## src/design/rtfc_pkg.sv

```systemverilog
// ----------------------------------------------------------------------------
// rtfc_pkg: shared types and constants of the region table fault classifier
// Field widths, mode and status codes, and controller/datapath command types.
// ----------------------------------------------------------------------------
package rtfc_pkg;

  localparam int Entries    = 64;
  localparam int SlotW      = 6;
  localparam int CountW     = 7;
  localparam int PageShift  = 12;
  localparam int AddrW      = 48;
  localparam int InodeW     = 32;

  // input field widths packed into tdata
  localparam int InDataW  = 3 + 48 + 48 + 3 + 2 + 32 + 48 + 6 + 48 + 1;   // 239
  localparam int InTdataW = 240;
  localparam int OutDataW  = 4 + 6 + 48 + 3 + 2 + 32 + 48 + 8 + 4 + 7 + 7; // 169
  localparam int OutTdataW = 176;

  localparam logic [2:0] ModeAdd    = 3'd0;
  localparam logic [2:0] ModeRmSlot = 3'd1;
  localparam logic [2:0] ModeRmRng  = 3'd2;
  localparam logic [2:0] ModeClear  = 3'd3;
  localparam logic [2:0] ModeFault  = 3'd4;

  localparam logic [3:0] StHandled   = 4'd0;
  localparam logic [3:0] StGrown     = 4'd1;
  localparam logic [3:0] StUnhandled = 4'd2;
  localparam logic [3:0] StAdded     = 4'd3;
  localparam logic [3:0] StRejected  = 4'd4;
  localparam logic [3:0] StFull      = 4'd5;
  localparam logic [3:0] StRemoved   = 4'd6;
  localparam logic [3:0] StNotFound  = 4'd7;
  localparam logic [3:0] StCleared   = 4'd8;

  localparam logic [1:0] KindAnon  = 2'd0;
  localparam logic [1:0] KindFile  = 2'd1;
  localparam logic [1:0] KindStack = 2'd2;
  localparam logic [1:0] KindGuard = 2'd3;

  localparam logic [1:0] CfgMaxStack = 2'd0;
  localparam logic [1:0] CfgGrowPg   = 2'd1;
  localparam logic [1:0] CfgMinStack = 2'd2;
  localparam logic [1:0] CfgPrefault = 2'd3;

  typedef struct packed {
    logic [2:0]  mode;
    logic [47:0] start_addr;
    logic [47:0] end_addr;
    logic [2:0]  prot_in;
    logic [1:0]  kind_in;
    logic [31:0] inode_in;
    logic [47:0] foff_in;
    logic [5:0]  slot;
    logic [47:0] flt_addr;
    logic        wr_access;
  } item_t;

  typedef struct packed {
    logic [3:0]  status;
    logic [5:0]  slot_out;
    logic [47:0] map_page;
    logic [2:0]  prot_out;
    logic [1:0]  kind_out;
    logic [31:0] file_inode_out;
    logic [47:0] file_pos_out;
    logic [7:0]  grow_pages;
    logic [3:0]  prefault_count;
    logic [6:0]  removed_count;
    logic [6:0]  region_count_out;
  } result_t;

  // controller -> datapath
  typedef struct packed {
    logic load;     // capture accepted item, reset scan state
    logic scan;     // evaluate entry at scan index, advance
    logic rd;       // present scan index to memory read
    logic finish;   // compute result and commit table update
  } dp_cmd_t;

  // datapath -> controller
  typedef struct packed {
    logic scan_last;  // scan index is at the final entry
  } dp_sts_t;

endpackage

```

## src/design/rtfc_ctrl.sv

```systemverilog
// ----------------------------------------------------------------------------
// rtfc_ctrl: sequencer of the region table fault classifier
// Accepts one item, walks all table entries once, then finishes and holds the
// result until the output transfer completes.
// ----------------------------------------------------------------------------
module rtfc_ctrl (
  input  logic              clk_i,
  input  logic              rst_ni,
  input  logic              in_valid_i,
  output logic              in_ready_o,
  output logic              out_valid_o,
  input  logic              out_ready_i,
  input  rtfc_pkg::dp_sts_t sts_i,
  output rtfc_pkg::dp_cmd_t cmd_o
);

  typedef enum logic [2:0] {
    S_IDLE, S_PRIME, S_SCAN, S_FINISH, S_OUT
  } state_e;

  state_e state_q, state_d;
  logic   out_valid_q, out_valid_d;

  // next state
  always_comb begin
    state_d     = state_q;
    out_valid_d = out_valid_q;
    cmd_o       = '0;
    unique case (state_q)
      S_IDLE: begin
        if (in_valid_i) begin
          cmd_o.load = 1'b1;
          state_d    = S_PRIME;
        end
      end
      S_PRIME: begin
        cmd_o.rd = 1'b1;
        state_d  = S_SCAN;
      end
      S_SCAN: begin
        cmd_o.scan = 1'b1;
        cmd_o.rd   = 1'b1;
        if (sts_i.scan_last) state_d = S_FINISH;
      end
      S_FINISH: begin
        cmd_o.finish = 1'b1;
        out_valid_d  = 1'b1;
        state_d      = S_OUT;
      end
      S_OUT: begin
        if (out_ready_i) begin
          out_valid_d = 1'b0;
          state_d     = S_IDLE;
        end
      end
      default: state_d = S_IDLE;
    endcase
  end

  always_ff @(posedge clk_i or negedge rst_ni) begin
    if (!rst_ni) begin
      state_q     <= S_IDLE;
      out_valid_q <= 1'b0;
    end else begin
      state_q     <= state_d;
      out_valid_q <= out_valid_d;
    end
  end

  assign in_ready_o  = (state_q == S_IDLE);
  assign out_valid_o = out_valid_q;

endmodule

```

## config.mk

```make
export PLATFORM = sky130hd
export DESIGN_NAME = rtfc_ctrl
export DESIGN_NICKNAME = d
export VERILOG_FILES = /design/src/design/rtfc_pkg.sv /design/src/design/rtfc_ctrl.sv
export SDC_FILE = /design/constraint.sdc
export NUM_CORES = 1
export LEC_CHECK = 0
export ABC_AREA = 1
export ABC_CLOCK_PERIOD_IN_PS = 980
export BUFFER_PORTS_ARGS = -buffer_cell sky130_fd_sc_hd__buf_2
export CORE_AREA = 2 2 39 41
export CTS_BUF_LIST = sky130_fd_sc_hd__clkbuf_4 sky130_fd_sc_hd__clkbuf_8 sky130_fd_sc_hd__clkbuf_16
export DETAILED_ROUTE_END_ITERATION = 8
export DIE_AREA = 0 0 41 43
export GPL_TIMING_DRIVEN = 1
export SYNTH_ARGS = -nofsm -noshare
export SYNTH_HDL_FRONTEND = slang
export SYNTH_SLANG_ARGS = --single-unit
```

## constraint.sdc

```tcl
create_clock -name clk_i -period 0.98 [get_ports clk_i]
set_clock_uncertainty 0.05 [all_clocks]
set_input_delay 0.098 -clock clk_i [delete_from_list [all_inputs] [get_ports clk_i]]
set_output_delay 0.098 -clock clk_i [all_outputs]
set_load 0.02 [all_outputs]
```

==> results of run 1 <==
how the worst max path moves through the flow:
stage / startpoint / endpoint / slack (ns) / depth (start not counted)
final: state_q[0]$_DFFE_PN0P_ / cmd_o[3] / -0.27 / 4
after global routing: state_q[0]$_DFFE_PN0P_ / cmd_o[3] / -0.34 / 4
after CTS: state_q[0]$_DFFE_PN0P_ / cmd_o[3] / -0.31 / 4
after detailed placement: state_q[2]$_DFFE_PN0P_ / cmd_o[3] / -0.12 / 4
after global placement: state_q[2]$_DFFE_PN0P_ / cmd_o[3] / -0.10 / 4
after floorplan: state_q[2]$_DFFE_PN0P_ / cmd_o[3] / -0.03 / 3
kinds of logic (layout without fill, tap and decap cells):
| group | Yosys count | after routing | share of synthesized area |
|---|---|---|---|
| simple gates | 18 | 18 | 0.395 |
| flops | 4 | 4 | 0.479 |
| buf+inv | 7 | 29 | 0.126 |
state kept, by name (all words and copies together) (netlist names):
register     count
out_valid_o      1
state_q          3
stage by stage:
step	power (mW)	cell area [um^2]
finish	1.77	449
global route	1.91	449
CTS	1.66	415
detailed placement	1.21	338
global placement	1.19	338
floorplan	0.815	223
cell usage in the layout (no fill, tap or decap):
master / n
nand2_1: 6
buf_2: 5
dlygate4sd3_1: 1
nor3_4: 1
nor2_4: 1
buf_6: 4
clkbuf_4: 3
buf_4: 9
inv_1: 5
inv_2: 2
nand3b_1: 1
nand3_1: 1
dfrtp_2: 1
nor2_2: 3
nand3_2: 5
dfrtp_1: 3
layer usage:
layer / up-vias / global-route usage / part of all wire
li1: 135 / - / -
met1: 121 / 0.0918 / 0.33
met2: 3 / 0.122 / 0.64
met3: 0 / 0.0314 / 0.024
met4: 0 / 0.0600 / 0
met5: - / 0 / 0
synth_stat cells, drive strengths merged:
master,n
nand2,6
nor2,4
nor3,1
inv,7
dfrtp,4
nand3,6
nand3b,1
final cells by class:
cell class / instances / share of cell area
Sequential cell: 4 / 0.226
Clock buffer: 3 / 0.0501
Multi-Input combinational cell: 18 / 0.292
Timing Repair Buffer: 19 / 0.329
Inverter: 7 / 0.0585
Tap cell: 16 / 0.0446
what timing repair did:
action | CTS | global route
hold buffers | 1 | 0
pin swaps | 2 | 3
endpoints found under the setup margin | 6 | 9
gates resized for setup | 11 | 9
endpoints found under the hold margin | 4 | 0
setup buffers | 2 | 2
power by group through the flow:
stage          logic (mW)  registers [mW]  clock network, mW
3_3_place_gp        0.850           0.337                  0
5_1_grt              1.30           0.391              0.220
2_1_floorplan       0.457           0.358                  0
4_1_cts              1.10           0.347              0.213
3_5_place_dp        0.870           0.343                  0
6_report             1.19           0.375              0.199
critical path, cell delays in order (launching register included):
cell and delay (ns):
dfrtp_1 0.41, nor2_4 0.15, inv_2 0.07, nor3_4 0.11, buf_6 0.14
==> flow_summary.toml, run 1 <==
[floorplanning]
floorplan.die_area_mm2 = 0.00176
initial_utilization = 0.151
num_io_pins = 11
row_count = 14
fp.dieH_um = 43
die_width_um = 41
core_area_mm2 = 0.00138

[worst_hold_path]
timing.hold.worst.class = "input pin to register"
hold_path_depth = 4
timing.hold.worst.start = "out_ready_i"
worst_hold_path.endpoint = "out_valid_o$_DFFE_PN0P_"

[sta]
setup-violations-final = 8
period_share = 1.28
timing.final.max_slew_violations = 0
achievable-frequency_ghz = 0.799
slew-limit-headroom = 0.871
setup_ws_post_layout_ns = -0.272
worstMarginPinSlew_ns = 0.193
total_neg_setup_slack_ns = -1.41
rsz0062_at_grt = "yes"
finalHoldWorstSlack_ns = 0.118
finalCriticalPeriod_ns = 1.25
hold_viol = 0

[clocking]
cts-buffers-inserted = 3
cts-root-buf = "clkbuf_4"
clock_sink_count = 4
cts_tree = "yes"
clk_pin_slew_ns = 0.04
worstSkewPairLatency_ns = 0.23
clock_tree.buffer_depth = 2
cts-htree-levels = 1

[logic_synthesis]
synth.net_count = 34
syn_inst = 29
yosys.cell_types.count = 8
synth_top_area_share = 0.479
yosysWarningCount = 0
synth_seq_area_share = 0.479
yosys-top-cells-area = "dfrtp_1 (48%), nand3_1 (14%), inv_1 (13%)"
post_synth.cell_area_avg_um2 = 7.21
synth_top_area_cell = "dfrtp_1"
synth.cell_area_um2 = 209
yosys_register_bits = 4

[critical_path]
cp_max_fo = 3
reg2reg_from = "state_q[0]$_DFFE_PN0P_"
cp.required_ns = 0.83
timing.setup.critical_path_class = "register to output pin"
rrSetupSlack_ns = -0.13
worst_r2r_endpoint = "state_q[0]$_DFFE_PN0P_"
cp.arrival_ns = 1.10
crit_path_start_kind = "register"
reg2regPathDepth = 6
critPathCaptureType = "output pin"

[global_route]
grt.overflow.total = 0
grtUsageTotal = 0.0828
antenna_found_initial = 0
wire_length_of_the_first_global_routing_pass_um = 952
grt_pass1_vias = 255
grt_start_max_net_pins = 8

[layout]
multi_input_comb_area_um2 = 131
post_route_cells_drive_above_1_share = 0.667
filler_cell_count = 158
layout.cells.non_filler = 67
number_of_antenna_diodes = 0
areaGrowthSynthToFinish_pct = 115
ff_latch_area_um2 = 101
fin_nets = 58
fin_util = 0.325

[power_and_ir_drop]
power.sequential.fraction = 0.212
switching_power_mw = 0.766
cellPowerDensity_mw_per_mm2 = 3930
power.combinational.fraction = 0.675
net_switching_share_of_the_total_power = 0.433
clockPowerShare = 0.112
max-vdd-ir-drop_mv = 1.03
cell_internal_pwr_mw = 1.00
leakage_power_nw = 0.250

[run_status]
violations = "setup timing"
result_of_the_run = "finished with violations"

[detailed_routing]
first_pass_iters = 1
finalWirelength_um = 573
detail_route.wl_per_cell_um = 8.55
ant_nets = 0
vias_per_cell = 3.87
drt_first_iter_violations = 0
detailroute.via_count = 259
detail_route.drc_violations = 0

[placed_design]
finalWeightedCongestion = 0.650
dp.final_hpwl_um = 436
portBuffers = 10
placed_cells_incl_taps = 61
post-place-ws_ns = -0.121

[flow_run]
cap_violations = 0
No activity file was read; power rests on OpenSTA's default activity.
==> inputs of run 2 (changes only) <==
--- a/config.mk
+++ b/config.mk
@@ -8,11 +8,14 @@
 export ABC_AREA = 1
 export ABC_CLOCK_PERIOD_IN_PS = 980
 export BUFFER_PORTS_ARGS = -buffer_cell sky130_fd_sc_hd__buf_2
+export CELL_PAD_IN_SITES_DETAIL_PLACEMENT = 1
+export CELL_PAD_IN_SITES_GLOBAL_PLACEMENT = 2
 export CORE_AREA = 2 2 39 41
 export CTS_BUF_LIST = sky130_fd_sc_hd__clkbuf_4 sky130_fd_sc_hd__clkbuf_8 sky130_fd_sc_hd__clkbuf_16
 export DETAILED_ROUTE_END_ITERATION = 8
 export DIE_AREA = 0 0 41 43
 export GPL_TIMING_DRIVEN = 1
+export PLACE_DENSITY_LB_ADDON = 0.1
 export SYNTH_ARGS = -nofsm -noshare
 export SYNTH_HDL_FRONTEND = slang
 export SYNTH_SLANG_ARGS = --single-unit
==> run 2 against run 1 <==
Against the previous run:
- the run still ends with setup timing left
- combinational power is 15% higher
- hold slack got worse by 0.0038 ns
- utilization grew 2.8 points
- critical path depth is the same
- die area unchanged
- worst setup slack worse by 0.042 ns
- sequential share of layout area fell by 1.5 points
- clock-buffer cell count is the same
==> flow_summary.toml, run 2 (synthesis gave the netlist of run 1 again) <==
[global_route]
wire_length_of_the_first_global_routing_pass_um = 1120
antenna_found_initial = 0
grt_start_max_net_pins = 8
grt_pass1_vias = 273
grtUsageTotal = 0.0977
grt.overflow.total = 0

[layout]
areaGrowthSynthToFinish_pct = 134
fin_nets = 62
layout.cells.non_filler = 71
post_route_cells_drive_above_1_share = 0.727
largest-register = "state_q"
number_of_antenna_diodes = 0
layout.cells.most_common = "buf_4"
fin_util = 0.353
largest_register_ff_count = 3
most-common-layout-cells = "buf_4 (11), buf_6 (6), buf_2 (5)"

[critical_path]
cpPeakStageDelay_ns = 0.42
reg2reg_from = "state_q[2]$_DFFE_PN0P_"
cp.arrival_ns = 1.15
cp_cell_sequence = "nor2_4, inv_2, nor3_4, buf_6"
critPathCaptureType = "output pin"
cp.required_ns = 0.83
timing.setup.critical_path_class = "register to output pin"
crit_path_start_kind = "register"
worst_r2r_endpoint = "state_q[0]$_DFFE_PN0P_"
reg2regPathDepth = 6
cpMaxStageDelayCell = "dfrtp_1"
rrSetupSlack_ns = -0.16
cp_max_fo = 3

[clocking]
cts-htree-levels = 1
cts-root-buf = "clkbuf_4"
cts-buffers-inserted = 3
clock_sink_count = 4
clock_tree.buffer_depth = 2
cts_tree = "yes"
clk_pin_slew_ns = 0.04
worstSkewPairLatency_ns = 0.23

[power_and_ir_drop]
switching_power_mw = 0.841
net_switching_share_of_the_total_power = 0.428
power.combinational.fraction = 0.696
cellPowerDensity_mw_per_mm2 = 4030
power.sequential.fraction = 0.200
clockPowerShare = 0.104
leakage_power_nw = 0.263
cell_internal_pwr_mw = 1.12
max-vdd-ir-drop_mv = 1.34

[sta]
slew-limit-headroom = 0.861
achievable-frequency_ghz = 0.772
finalCriticalPeriod_ns = 1.29
timing.final.max_slew_violations = 0
rsz0062_at_grt = "yes"
hold_viol = 0
setup_ws_post_layout_ns = -0.315
worstMarginPinSlew_ns = 0.208
period_share = 1.32
setup-violations-final = 8

[detailed_routing]
detail_route.drc_violations = 0
finalWirelength_um = 749
drt_first_iter_violations = 0
ant_nets = 0
detailroute.via_count = 284
first_pass_iters = 1
detail_route.wl_per_cell_um = 10.5
vias_per_cell = 4.00

[floorplanning]
fp.dieH_um = 43
die_width_um = 41
core_area_mm2 = 0.00138
initial_utilization = 0.151
num_io_pins = 11
floorplan.die_area_mm2 = 0.00176
row_count = 14

[run_status]
violations = "setup timing"
result_of_the_run = "finished with violations"

[placed_design]
portBuffers = 10
finalWeightedCongestion = 0.649
dp.final_hpwl_um = 502
placed_cells_incl_taps = 60

[worst_hold_path]
hold_path_depth = 4
worst_hold_path.endpoint = "out_valid_o$_DFFE_PN0P_"
timing.hold.worst.class = "input pin to register"
timing.hold.worst.start = "out_ready_i"

[flow_run]
cap_violations = 0
run 2: cell types whose count changed in the layout (fill, tap and decap cells not counted), sizes merged:
cell,change
buf,+4
run 2: worst max path at each step:
stage	cells after the start	to	from	slack (ns)
floorplan	3	cmd_o[3]	state_q[2]$_DFFE_PN0P_	-0.03
global placement	4	cmd_o[3]	state_q[2]$_DFFE_PN0P_	-0.12
detailed placement	4	cmd_o[3]	state_q[2]$_DFFE_PN0P_	-0.12
CTS	4	cmd_o[3]	state_q[0]$_DFFE_PN0P_	-0.30
global route	4	cmd_o[3]	state_q[2]$_DFFE_PN0P_	-0.37
finish	4	cmd_o[3]	state_q[2]$_DFFE_PN0P_	-0.31
run 2: area by class of cell:
cell class	count	area, um^2
sequential	4	103
fill	176	896
timing repair buffer	23	185
inverter	7	26.3
multi-input combinational	18	131
clock buffer	3	22.5
tap	16	20.0
run 2: worst max-delay path, delay by kind of cell, from the launching register on:
family,cells,cell delay (ns)
DFF,1,0.42
buffers and inverters,2,0.22
and+or+nand+nor,2,0.28
run 2: power by group through the flow:
stage | Clock (mW) | Sequential, mW | Combinational (mW)
finish | 0.205 | 0.393 | 1.37
global route | 0.225 | 0.404 | 1.48
CTS | 0.211 | 0.378 | 1.19
detailed placement | 0 | 0.349 | 0.810
global placement | 0 | 0.351 | 0.802
floorplan | 0 | 0.358 | 0.457
run 2: repair_timing:
item	in CTS	in global routing
gates cloned	0	0
setup endpoints to repair	8	8
hold endpoints to repair	4	0
hold buffers	1	0
pin swaps	1	3
buffers inserted	4	3
resized for setup	20	5
run 2: layer usage:
metal	up-vias	wire, um	GRT usage
met3	2	32	0.0157
met5	-	0	0
met4	0	16	0.0600
li1	142	-	-
met1	131	274	0.117
met2	9	425	0.153
run 2: through the flow:
step	hold slack [ns]	worst slack [ns]	power, mW	instance area (um^2)	setup TNS (ns)
after global routing	0.132	-0.369	2.11	488	-2.16
after floorplan	-0.248	-0.0308	0.815	223	-0.0501
after global placement	-0.140	-0.123	1.15	330	-0.590
after CTS	0.124	-0.296	1.78	449	-1.66
after detailed placement	-0.138	-0.115	1.16	330	-0.632
final	0.114	-0.315	1.96	488	-1.69
==> inputs of run 3 (changes only) <==
--- a/config.mk
+++ b/config.mk
@@ -16,6 +16,7 @@
 export DIE_AREA = 0 0 41 43
 export GPL_TIMING_DRIVEN = 1
 export PLACE_DENSITY_LB_ADDON = 0.1
+export SETUP_SLACK_MARGIN = 0.4
 export SYNTH_ARGS = -nofsm -noshare
 export SYNTH_HDL_FRONTEND = slang
 export SYNTH_SLANG_ARGS = --single-unit
==> run 3 against run 2 <==
Against the previous run:
- the flow still finishes with violations (setup timing)
- clock power up 21%
- register-to-register slack worse by 0.07 ns
- routed wire length decreased by 1.1%
- sequential cell count unchanged
- total power up 10%
- combinational power is 13% higher
- critical path depth unchanged
- fmax increased by 0.41%
- clock-buffer cell count increased by 1
- final area increased by 7.2%
- final cell count up 1.4%
- critical endpoint unchanged
- largest cell class unchanged
==> flow_summary.toml, run 3 (synthesis gave the netlist of run 1 again) <==
[clocking]
clock_sink_count = 4
clk_pin_slew_ns = 0.04
cts-root-buf = "clkbuf_4"
cts_tree = "yes"
worstSkewPairLatency_ns = 0.23
clock_tree.buffer_depth = 2
cts-htree-levels = 1
cts-buffers-inserted = 3

[placed_design]
placed_area_um2 = 334
post-place-ws_ns = -0.102
finalWeightedCongestion = 0.687
portBuffers = 10
dp.final_hpwl_um = 518
placed_cells_incl_taps = 58

[sta]
worstMarginPinSlew_ns = 0.157
total_neg_setup_slack_ns = -1.91
slew-limit-headroom = 0.895
achievable-frequency_ghz = 0.776
hold_viol = 0
finalCriticalPeriod_ns = 1.29
rsz0062_at_grt = "yes"
finalHoldWorstSlack_ns = 0.107
period_share = 1.32
timing.final.max_slew_violations = 0
setup_ws_post_layout_ns = -0.309
setup-violations-final = 8

[power_and_ir_drop]
cellPowerDensity_mw_per_mm2 = 4130
total_power_mw = 2.16
leakage_power_nw = 0.275
max-vdd-ir-drop_mv = 1.28

[worst_hold_path]
worst_hold_path.endpoint = "out_valid_o$_DFFE_PN0P_"
timing.hold.worst.class = "input pin to register"
timing.hold.worst.start = "out_ready_i"
hold_path_depth = 4

[global_route]
grt.overflow.total = 0
grt_pass1_vias = 327
grtUsageTotal = 0.110
antenna_found_initial = 0
wire_length_of_the_first_global_routing_pass_um = 1280
grt_start_max_net_pins = 6

[layout]
largest_register_ff_count = 3
fin_nets = 62
layout.cells.most_common = "buf_4"
largest-register = "state_q"
number_of_antenna_diodes = 0
most-common-layout-cells = "buf_4 (11), buf_6 (6), nand2_1 (4), clkbuf_4 (4), buf_2 (4)"
post_route_cells_drive_above_1_share = 0.732
layout.cells.non_filler = 72
final_non_filler_cell_area_um2 = 523
areaGrowthSynthToFinish_pct = 150
fin_util = 0.378
filler_cell_count = 164

[critical_path]
timing.setup.critical_path_class = "register to output pin"
cp_max_fo = 3
crit_path_start_kind = "register"
reg2regPathDepth = 6
critPathCaptureType = "output pin"
cp.required_ns = 0.83
rrSetupSlack_ns = -0.23
cp_cell_sequence = "nor2_4, inv_4, nor3_4, buf_6"
worst_r2r_endpoint = "state_q[0]$_DFFE_PN0P_"
cpPeakStageDelay_ns = 0.43
reg2reg_from = "state_q[1]$_DFFE_PN0P_"
cp.arrival_ns = 1.14
cpMaxStageDelayCell = "dfrtp_2"

[detailed_routing]
first_pass_iters = 3
vias_per_cell = 3.94
detail_route.drc_violations = 0
detailroute.via_count = 284
ant_nets = 0
drt_first_iter_violations = 3
detail_route.wl_per_cell_um = 10.3
finalWirelength_um = 741

[floorplanning]
floorplan.die_area_mm2 = 0.00176
core_area_mm2 = 0.00138
row_count = 14
num_io_pins = 11
fp.dieH_um = 43
die_width_um = 41
initial_utilization = 0.151

[flow_run]
cap_violations = 0

[run_status]
violations = "setup timing"
result_of_the_run = "finished with violations"
run 3: changes by cell type in the layout (fill, tap and decap cells not counted):
cell      previous run  this run
buf_2                5         4
buf_12               0         1
nand2_2              3         2
nand2_1              3         4
nor2_2               1         0
inv_1                4         3
nand3_4              0         1
clkbuf_4             3         4
nand3_2              3         2
nor2_4               2         3
inv_4                0         1
run 3: critical path, delay by kind of cell, from the launching register on:
kind | cells | cell delay, ns
flip-flops | 1 | 0.43
AND/OR/NAND/NOR | 2 | 0.28
buffers and inverters | 2 | 0.20
run 3: per-layer routing:
metal / up-vias / wire length, um / global-route usage
li1: 144 / - / -
met1: 136 / 265 / 0.0974
met2: 4 / 452 / 0.194
met3: 0 / 23 / 0.0262
met4: 0 / 0 / 0.0800
met5: - / 0 / 0
run 3: worst max path at each step:
| stage | to | slack (ns) | depth (start not counted) | from |
|---|---|---|---|---|
| after detailed placement | cmd_o[3] | -0.10 | 4 | state_q[2]$_DFFE_PN0P_ |
| after floorplan | cmd_o[3] | -0.01 | 3 | state_q[2]$_DFFE_PN0P_ |
| after CTS | cmd_o[3] | -0.32 | 4 | state_q[0]$_DFFE_PN0P_ |
| after global placement | cmd_o[3] | -0.08 | 4 | state_q[2]$_DFFE_PN0P_ |
| final | cmd_o[3] | -0.31 | 4 | state_q[2]$_DFFE_PN0P_ |
| after global routing | cmd_o[1] | -0.38 | 4 | state_q[2]$_DFFE_PN0P_ |
run 3: area by class of cell:
| type | instances | area, um^2 | area share |
|---|---|---|---|
| repair buffers | 23 | 200 | 0.383 |
| multi-input cells | 18 | 141 | 0.270 |
| flip-flops and latches | 4 | 103 | 0.196 |
| clock buffers | 4 | 30.0 | 0.0574 |
| inverters | 7 | 28.8 | 0.0550 |
| well taps | 16 | 20.0 | 0.0383 |
run 3: power breakdown:
group / total (mW) / internal, mW / switching, mW / leakage [nW]
clock: 0.248 / 0.180 / 0.0678 / 0.0184
sequential: 0.367 / 0.256 / 0.111 / 0.0451
combinational: 1.55 / 0.816 / 0.730 / 0.211
total: 2.16 / 1.25 / 0.909 / 0.275
run 3: repair_timing:
| action | 4_1_cts | 5_1_grt |
|---|---|---|
| resized for setup | 16 | 4 |
| buffers inserted | 6 | 3 |
| endpoints found under the setup margin | 10 | 10 |
| hold buffers | 1 | 0 |
| pin swaps | 4 | 6 |
| endpoints found under the hold margin | 4 | 0 |
